[src/rtl/core/deq_pkg.sv]
// deq_pkg: shared types and constants for the double-ended queue core
// no dependencies; used by deq_front, deq_back and double_ended_queue_core
package deq_pkg;

	localparam int DEPTH_DEFAULT   = 16;
	localparam int CMD_QUEUE_DEPTH = 2;
	localparam int RES_QUEUE_DEPTH = 4;

	typedef enum logic [1:0] {
		OP_PUSH_FRONT = 2'd0,
		OP_PUSH_BACK  = 2'd1,
		OP_POP_FRONT  = 2'd2,
		OP_DUMP       = 2'd3
	} op_t;

	typedef enum logic [1:0] {
		ST_OK    = 2'd0,
		ST_EMPTY = 2'd1,
		ST_FULL  = 2'd2
	} status_t;

	typedef struct packed {
		logic               is_push;
		logic               at_front;
		logic               is_pop;
		logic               is_dump;
		logic signed [31:0] value;
	} cmd_t;

	typedef struct packed {
		status_t            status;
		logic signed [31:0] data;
		logic               last;
	} res_t;

endpackage

[src/rtl/core/deq_fifo.sv]
// deq_fifo: small register-based first-in first-out queue
// generic width and depth; no package dependencies
module deq_fifo #(
	parameter int W = 8,
	parameter int D = 2
) (
	input  logic                   clk,
	input  logic                   arst_n,
	input  logic                   push,
	input  logic [W-1:0]           din,
	output logic                   full,
	input  logic                   pop,
	output logic [W-1:0]           dout,
	output logic                   empty,
	output logic [$clog2(D+1)-1:0] count
);

	localparam int AW = (D > 1) ? $clog2(D) : 1;
	localparam int CW = $clog2(D + 1);

	logic [W-1:0]  mem_q [D];
	logic [AW-1:0] wr_ptr_q;
	logic [AW-1:0] rd_ptr_q;
	logic [CW-1:0] cnt_q;
	logic          do_push;
	logic          do_pop;

	assign full    = (cnt_q == CW'(D));
	assign empty   = (cnt_q == '0);
	assign count   = cnt_q;
	assign dout    = mem_q[rd_ptr_q];
	assign do_push = push && !full;
	assign do_pop  = pop && !empty;

	always_ff @(posedge clk) begin
		if (do_push) begin
			mem_q[wr_ptr_q] <= din;
		end
	end

	always_ff @(posedge clk or negedge arst_n) begin
		if (!arst_n) begin
			wr_ptr_q <= '0;
			rd_ptr_q <= '0;
			cnt_q    <= '0;
		end else begin
			if (do_push) begin
				wr_ptr_q <= (wr_ptr_q == AW'(D - 1)) ? '0 : wr_ptr_q + 1'b1;
			end
			if (do_pop) begin
				rd_ptr_q <= (rd_ptr_q == AW'(D - 1)) ? '0 : rd_ptr_q + 1'b1;
			end
			if (do_push && !do_pop) begin
				cnt_q <= cnt_q + 1'b1;
			end else if (do_pop && !do_push) begin
				cnt_q <= cnt_q - 1'b1;
			end
		end
	end

endmodule

[src/rtl/core/deq_front.sv]
// deq_front: accepts input items, decodes the operation, queues commands
// depends on deq_pkg and deq_fifo
module deq_front (
	input  logic                clk,
	input  logic                arst_n,
	input  logic                push,
	output logic                full,
	input  logic [1:0]          operation,
	input  logic signed [31:0]  value,
	input  logic                cmd_pop,
	output deq_pkg::cmd_t       cmd,
	output logic                cmd_empty
);

	localparam int CQ_CW = $clog2(deq_pkg::CMD_QUEUE_DEPTH + 1);

	deq_pkg::cmd_t      dec;
	logic [CQ_CW-1:0]   cq_count;
	logic [$bits(deq_pkg::cmd_t)-1:0] cq_dout;

	always_comb begin
		dec = '0;
		case (deq_pkg::op_t'(operation))
			deq_pkg::OP_PUSH_FRONT: begin
				dec.is_push  = 1'b1;
				dec.at_front = 1'b1;
				dec.value    = value;
			end
			deq_pkg::OP_PUSH_BACK: begin
				dec.is_push = 1'b1;
				dec.value   = value;
			end
			deq_pkg::OP_POP_FRONT: begin
				dec.is_pop = 1'b1;
			end
			deq_pkg::OP_DUMP: begin
				dec.is_dump = 1'b1;
			end
			default: begin
				dec = '0;
			end
		endcase
	end

	deq_fifo #(
		.W ($bits(deq_pkg::cmd_t)),
		.D (deq_pkg::CMD_QUEUE_DEPTH)
	) u_cmd_queue (
		.clk    (clk),
		.arst_n (arst_n),
		.push   (push),
		.din    (dec),
		.full   (full),
		.pop    (cmd_pop),
		.dout   (cq_dout),
		.empty  (cmd_empty),
		.count  (cq_count)
	);

	assign cmd = deq_pkg::cmd_t'(cq_dout);

	logic unused_count;
	assign unused_count = ^cq_count;

endmodule

[src/rtl/core/deq_back.sv]
// deq_back: executes queued commands on the ring buffer and issues results
// depends on deq_pkg; holds the value store and the front index and occupancy
module deq_back #(
	parameter int DEPTH = deq_pkg::DEPTH_DEFAULT
) (
	input  logic                                        clk,
	input  logic                                        arst_n,
	input  deq_pkg::cmd_t                               cmd,
	input  logic                                        cmd_empty,
	output logic                                        cmd_pop,
	input  logic [$clog2(deq_pkg::RES_QUEUE_DEPTH+1)-1:0] oq_count,
	output logic                                        res_push,
	output deq_pkg::res_t                               res
);

	localparam int AW    = $clog2(DEPTH);
	localparam int OW    = $clog2(DEPTH + 1);
	localparam int SW    = OW + 1;
	localparam int OQ_CW = $clog2(deq_pkg::RES_QUEUE_DEPTH + 1);

	typedef enum logic {
		S_IDLE,
		S_DUMP
	} state_t;

	state_t state_q;
	logic [AW-1:0] front_q;
	logic [OW-1:0] occ_q;
	logic [AW-1:0] ptr_q;
	logic [OW-1:0] cnt_q;

	logic               vld_s1;
	deq_pkg::status_t   status_s1;
	logic               last_s1;
	logic               mem_s1;
	logic signed [31:0] rd_data_s1;

	logic signed [31:0] mem_q [DEPTH];

	logic               room;
	logic               issue;
	deq_pkg::status_t   iss_status;
	logic               iss_last;
	logic               iss_mem;
	logic               wr_en;
	logic [AW-1:0]      wr_addr;
	logic               rd_en;
	logic [AW-1:0]      rd_addr;
	state_t             state_d;
	logic [AW-1:0]      front_d;
	logic [OW-1:0]      occ_d;
	logic [AW-1:0]      ptr_d;
	logic [OW-1:0]      cnt_d;
	logic [SW-1:0]      back_sum;
	logic [AW-1:0]      back_addr;
	logic [AW-1:0]      front_inc;
	logic [AW-1:0]      front_dec;
	logic [AW-1:0]      ptr_inc;
	logic               is_full;
	logic               is_empty;

	assign room = ({1'b0, oq_count} + (OQ_CW+1)'(vld_s1))
		<= (OQ_CW+1)'(deq_pkg::RES_QUEUE_DEPTH - 1);

	assign front_inc = (front_q == AW'(DEPTH - 1)) ? '0 : front_q + 1'b1;
	assign front_dec = (front_q == '0) ? AW'(DEPTH - 1) : front_q - 1'b1;
	assign ptr_inc   = (ptr_q == AW'(DEPTH - 1)) ? '0 : ptr_q + 1'b1;
	assign back_sum  = SW'(front_q) + SW'(occ_q);
	assign back_addr = (back_sum >= SW'(DEPTH)) ? AW'(back_sum - SW'(DEPTH))
		: AW'(back_sum);
	assign is_full   = (occ_q == OW'(DEPTH));
	assign is_empty  = (occ_q == '0);

	always_comb begin
		state_d    = state_q;
		front_d    = front_q;
		occ_d      = occ_q;
		ptr_d      = ptr_q;
		cnt_d      = cnt_q;
		cmd_pop    = 1'b0;
		issue      = 1'b0;
		iss_status = deq_pkg::ST_OK;
		iss_last   = 1'b1;
		iss_mem    = 1'b0;
		wr_en      = 1'b0;
		wr_addr    = back_addr;
		rd_en      = 1'b0;
		rd_addr    = front_q;
		case (state_q)
			S_IDLE: begin
				if (!cmd_empty && room) begin
					cmd_pop = 1'b1;
					issue   = 1'b1;
					if (cmd.is_push) begin
						if (is_full) begin
							iss_status = deq_pkg::ST_FULL;
						end else begin
							wr_en = 1'b1;
							occ_d = occ_q + 1'b1;
							if (cmd.at_front) begin
								wr_addr = front_dec;
								front_d = front_dec;
							end
						end
					end else if (cmd.is_pop) begin
						if (is_empty) begin
							iss_status = deq_pkg::ST_EMPTY;
						end else begin
							rd_en   = 1'b1;
							iss_mem = 1'b1;
							front_d = front_inc;
							occ_d   = occ_q - 1'b1;
						end
					end else begin
						if (is_empty) begin
							iss_status = deq_pkg::ST_EMPTY;
						end else begin
							// first entry of the walk goes out now
							rd_en    = 1'b1;
							iss_mem  = 1'b1;
							iss_last = (occ_q == OW'(1));
							ptr_d    = front_inc;
							cnt_d    = occ_q - 1'b1;
							if (occ_q != OW'(1)) begin
								state_d = S_DUMP;
							end
						end
					end
				end
			end
			S_DUMP: begin
				rd_addr = ptr_q;
				if (room) begin
					issue    = 1'b1;
					rd_en    = 1'b1;
					iss_mem  = 1'b1;
					iss_last = (cnt_q == OW'(1));
					ptr_d    = ptr_inc;
					cnt_d    = cnt_q - 1'b1;
					if (cnt_q == OW'(1)) begin
						state_d = S_IDLE;
					end
				end
			end
			default: begin
				state_d = S_IDLE;
			end
		endcase
	end

	always_ff @(posedge clk) begin
		if (wr_en) begin
			mem_q[wr_addr] <= cmd.value;
		end
		if (rd_en) begin
			rd_data_s1 <= mem_q[rd_addr];
		end
		if (issue) begin
			status_s1 <= iss_status;
			last_s1   <= iss_last;
			mem_s1    <= iss_mem;
		end
	end

	always_ff @(posedge clk or negedge arst_n) begin
		if (!arst_n) begin
			state_q <= S_IDLE;
			front_q <= '0;
			occ_q   <= '0;
			ptr_q   <= '0;
			cnt_q   <= '0;
			vld_s1  <= 1'b0;
		end else begin
			state_q <= state_d;
			front_q <= front_d;
			occ_q   <= occ_d;
			ptr_q   <= ptr_d;
			cnt_q   <= cnt_d;
			vld_s1  <= issue;
		end
	end

	assign res_push    = vld_s1;
	assign res.status  = status_s1;
	assign res.data    = mem_s1 ? rd_data_s1 : 32'sd0;
	assign res.last    = last_s1;

`ifndef ASSERT_OFF
	a_occ_bound: assert property (@(posedge clk) disable iff (!arst_n)
		occ_q <= OW'(DEPTH))
		else $error("occupancy above depth");

	a_front_bound: assert property (@(posedge clk) disable iff (!arst_n)
		front_q <= AW'(DEPTH - 1))
		else $error("front index out of range");

	a_dump_count: assert property (@(posedge clk) disable iff (!arst_n)
		state_q == S_DUMP |-> cnt_q != '0 && cnt_q <= occ_q)
		else $error("dump walk count out of range");

	a_no_overflow: assert property (@(posedge clk) disable iff (!arst_n)
		vld_s1 |-> oq_count < OQ_CW'(deq_pkg::RES_QUEUE_DEPTH))
		else $error("result issued into a full result queue");

	a_dump_holds: assert property (@(posedge clk) disable iff (!arst_n)
		state_q == S_DUMP |=> $stable(occ_q) && $stable(front_q))
		else $error("queue state changed during dump");
`endif

endmodule

[src/rtl/core/double_ended_queue_core.sv]
// double_ended_queue_core: top level of the bounded double-ended queue
// depends on deq_pkg, deq_front, deq_back and deq_fifo
//
// Usage:
//   Input channel: drive operation and value, raise push; the item is taken
//   at a clock edge where push is high and full is low.
//   Result channel: while empty is low the oldest result is on status, data
//   and last; raise pop to take it.
//   Push front, push back and pop give one result each with last set. Dump
//   gives one result per stored value, front to back, last on the back one;
//   on an empty queue it gives a single empty result.
// Path: when both queues are empty, a taken item goes through the command
//   queue, the execution register and the result queue to the result ports.
// Throughput: one item per cycle for pushes and pops while pop keeps up;
//   a dump reads stored values in turn via the value store's single read port.
// Reset: arst_n clears the queue to empty and drops all waiting items and
//   results; no clearing pass is needed.
// Stall: when pop stays low the result queue fills, execution halts, the
//   command queue fills and full rises.
module double_ended_queue_core #(
	parameter int DEPTH = deq_pkg::DEPTH_DEFAULT
) (
	input  logic               clk,
	input  logic               arst_n,
	input  logic               push,
	output logic               full,
	input  logic [1:0]         operation,
	input  logic signed [31:0] value,
	output logic               empty,
	input  logic               pop,
	output logic [1:0]         status,
	output logic signed [31:0] data,
	output logic               last
);

	localparam int OQ_CW = $clog2(deq_pkg::RES_QUEUE_DEPTH + 1);

	deq_pkg::cmd_t  cmd;
	logic           cmd_empty;
	logic           cmd_pop;
	logic           res_push;
	deq_pkg::res_t  res;
	deq_pkg::res_t  res_out;
	logic           oq_full;
	logic [OQ_CW-1:0] oq_count;
	logic [$bits(deq_pkg::res_t)-1:0] oq_dout;

	deq_front u_front (
		.clk       (clk),
		.arst_n    (arst_n),
		.push      (push),
		.full      (full),
		.operation (operation),
		.value     (value),
		.cmd_pop   (cmd_pop),
		.cmd       (cmd),
		.cmd_empty (cmd_empty)
	);

	deq_back #(
		.DEPTH (DEPTH)
	) u_back (
		.clk       (clk),
		.arst_n    (arst_n),
		.cmd       (cmd),
		.cmd_empty (cmd_empty),
		.cmd_pop   (cmd_pop),
		.oq_count  (oq_count),
		.res_push  (res_push),
		.res       (res)
	);

	deq_fifo #(
		.W ($bits(deq_pkg::res_t)),
		.D (deq_pkg::RES_QUEUE_DEPTH)
	) u_res_queue (
		.clk    (clk),
		.arst_n (arst_n),
		.push   (res_push),
		.din    (res),
		.full   (oq_full),
		.pop    (pop),
		.dout   (oq_dout),
		.empty  (empty),
		.count  (oq_count)
	);

	assign res_out = deq_pkg::res_t'(oq_dout);
	assign status  = res_out.status;
	assign data    = res_out.data;
	assign last    = res_out.last;

	logic unused_full;
	assign unused_full = oq_full;

endmodule
[config.mk]
export PLATFORM = sky130hd
export DESIGN_NAME = double_ended_queue_core
export DESIGN_NICKNAME = d
export VERILOG_FILES = /design/src/rtl/core/deq_pkg.sv /design/src/rtl/core/deq_fifo.sv /design/src/rtl/core/deq_front.sv /design/src/rtl/core/deq_back.sv /design/src/rtl/core/double_ended_queue_core.sv
export SDC_FILE = /design/constraint.sdc
export NUM_CORES = 1
export LEC_CHECK = 0
export ABC_CLOCK_PERIOD_IN_PS = 7830
export BUFFER_PORTS_ARGS = -buffer_cell sky130_fd_sc_hd__buf_4
export CAP_MARGIN = 20
export CORE_MARGIN = 5
export CORE_UTILIZATION = 55
export DETAILED_ROUTE_END_ITERATION = 10
export PLACE_DENSITY = 0.71
export SLEW_MARGIN = 10
export SYNTH_ARGS = -nofsm -noshare
export SYNTH_HDL_FRONTEND = slang
export SYNTH_HIERARCHICAL = 1
export SYNTH_SLANG_ARGS = --single-unit
[constraint.sdc]
create_clock -name clk -period 7.83 [get_ports clk]
set_clock_uncertainty 0.2 [all_clocks]
set_input_delay 1.566 -clock clk [delete_from_list [all_inputs] [get_ports clk]]
set_output_delay 1.566 -clock clk [all_outputs]
set_load 0.1 [all_outputs]
==> summary.txt <==
Run status
  • Status: complete, no violations

STA
  • Final Hold Vio Count: 0
  • Final setup viols: 0
  • Unrepaired setup endpoints after global routing: no
  • Worst-Margin Slew: 1.12 ns
  • Fin crit period: 4.19 ns
  • Slew headroom: 25.2%
  • Max-slew violations: 0
  • Fmax achieved: 0.239 GHz
  • Fin crit share: 53.5%
  • Final TNS setup: 0 ns

Layout
  • Nets: 1857
  • Fillcell total: 3903
  • Final Non-Filler Cells: 2617
  • Share of layout cells above drive strength 1: 18.1%
  • Util after Layout: 62.7%
  • Synth-to-Final Area Change: 13.3%

Clock tree
  • Max clock buf depth: 3
  • CTS tree: built
  • Hold Buf Count CTS: 0
  • TritonCTS Sinks: 789
  • Clk root buf: clkbuf_16
  • Worst-Skew Late Latency: 0.61 ns
  • Number of CTS-inserted buffers: 79
  • Max H-tree Level: 3
  • Reg clk slew, reported paths: 0.06 ns
  • Resized Gates After CTS: 0
  • Number of setup buffers added after CTS: 0

GRT
  • Grt total ovfl: 0
  • Pin count of the biggest net entering global routing: 123
  • Vias in the first global route: 15600
  • First-pass GRT wire length: 93800 um
  • Initial antenna violation count: 2
  • GRT Overall Usage: 20.2%

Critical path
  • Worst Path Required: 6.06 ns
  • Crit-path slowest cell: mux4_2
  • Reg2reg start: u_res_queue/count[0]$_DFFE_PN0P_
  • Worst Path Arrival: 2.42 ns
  • Worst Setup Path Type: flop to output port
  • R2R Setup Slk: 3.82 ns
  • Worst R2R End: u_back/mem_q[12][24]$_DFFE_PP_
  • Setup crit start kind: flop
  • CP Max Fanout: 38
  • CP Cell Sequence: buf_4 -> mux4_2 -> buf_4
  • Cells on worst reg2reg path: 8
  • Cell mode on critical path: buf_4
  • CP endpoint kind: output port
  • CP max stage delay: 0.62 ns

Power and ir drop
  • Pwr Density: 446 mW/mm2
  • Clk pwr share: 23.0%
  • Sw frac: 36.7%
  • Static leakage power: 0.0123 uW
  • P_int: 9960 uW
  • Flop pwr share: 39.6%
  • Combinational power share: 37.4%
  • Peak VDD IR: 547 uV
  • Net Sw Power: 5780 uW

Drt
  • Vias: 15400
  • Antenna Nets Post-Route: 0
  • Vias per inst: 5.90
  • Routed wire per std cell: 23.6 um
  • # DRC: 0
  • WL final: 61700 um
  • DR iter-0 viols: 1279
  • Pre-antenna DRT Iters: 5

Die
  • Die Width: 248 um
  • Die Y: 248 um
  • Core box area: 0.0563 mm2
  • Rows: 87
  • Io pins: 75
  • DIE AREA: 0.0615 mm2
  • Initial core utilization: 55.4%

Hold path
  • Min-delay src: u_back/status_s1[0]$_SDFFCE_PP0P_
  • Worst Hold End: u_res_queue/mem_q[1][33]$_DFFE_PP_
  • Hold path depth: 0
  • Min-delay worst type: flop to flop

Placement
  • Post-DP HPWL: 35700 um
  • GPL Wtd Cong: 0.803
  • PortBufs: 74
  • Cells after DPL: 2467

Job
  • # Max-Cap Violations: 0

Synth
  • Syn Std Cell Area: 0.0311 mm2
  • Synth Area per Inst: 18.4 um2
  • Synth Net Count: 1755
  • Cells after Synth: 1694
  • Synth warn: 6
==> through the flow <==
stage	worst slack (ns)	total power (uW)	instance area (um2)	hold WS, ns
finish	3.64	15700	35300	0.296
global route	3.47	16400	35300	0.311
CTS	3.53	15800	35200	0.294
detailed placement	3.81	12200	32600	0.280
global placement	3.83	12000	32500	0.274
floorplan	3.51	10600	31100	0.259
==> how the worst max path moves through the flow <==
stage	endpoint	slack, ns	cells past startpoint	from
finish	data[13]	3.64	3	u_res_queue/rd_ptr_q[0]$_DFFE_PN0P_
floorplan	empty	3.51	1	u_res_queue/count[0]$_DFFE_PN0P_
detailed placement	u_back/mem_q[4][11]$_DFFE_PP_	3.81	7	u_res_queue/count[0]$_DFFE_PN0P_
global route	data[13]	3.47	3	u_res_queue/rd_ptr_q[0]$_DFFE_PN0P_
global placement	u_back/mem_q[4][12]$_DFFE_PP_	3.83	7	u_res_queue/count[0]$_DFFE_PN0P_
CTS	data[13]	3.53	3	u_res_queue/rd_ptr_q[0]$_DFFE_PN0P_
==> registers in the layout (all words and copies together) (netlist names), 2 cells and up <==
name,flops
u_back/front_q,4
u_res_queue/count,3
u_back/cnt_q,5
u_front/u_cmd_queue/count,2
u_back/status_s1,2
u_back/ptr_q,4
u_back/mem_q,512
u_res_queue/wr_ptr_q,2
u_front/u_cmd_queue/mem_q,70
u_res_queue/mem_q,140
u_res_queue/rd_ptr_q,2
u_back/rd_data_s1,32
u_back/occ_q,5
==> power by group through the flow <==
stage	logic (uW)	registers, uW	clock network, uW
floorplan	4490	6130	0
global placement	5760	6280	0
detailed placement	5890	6310	0
CTS	5910	6230	3700
global route	6260	6290	3880
finish	5890	6230	3620
==> cell type report <==
| cell class | instances | area [um2] | share of cell area, % |
|---|---|---|---|
| Inverter | 19 | 71.3 | 0.202 |
| Antenna cell | 1 | 2.50 | 0.00709 |
| Timing Repair Buffer | 109 | 988 | 2.80 |
| Multi-Input combinational cell | 798 | 7210 | 20.4 |
| Clock buffer | 108 | 2220 | 6.29 |
| Tap cell | 756 | 946 | 2.68 |
| Sequential cell | 789 | 23500 | 66.7 |
| Clock inverter | 37 | 303 | 0.858 |
==> layer usage <==
metal  GRT usage, %  routed length (um)  up-vias
li1               -                   -     6965
met1           28.2               26200     7882
met2           33.7               30300      504
met3           3.53                4030       89
met4           4.94                1160        0
met5              0                   0        -
==> worst max-delay path: cells and delay by family, from the launching register on <==
| family | cells | cell delay [ns] |
|---|---|---|
| buffers and inverters | 2 | 0.81 |
| DFF | 1 | 0.34 |
| muxes | 1 | 0.62 |
==> cell usage in the layout, fill, tap and decap left out, drive strengths merged, types with 7 or more instances in the layout <==
master    n
mux2     40
o21ai    16
clkbuf  108
nor2     40
ha       21
nand2    26
buf     109
edfxtp  758
mux2i   265
mux4     35
nor2b    31
xnor2    12
a21oi    16
inv      21
clkinv   27
o22ai   130
or4      34
nor3      7
xor2     13
dfrtp    31
and2     38
No activity file was read; power rests on OpenSTA's default activity.
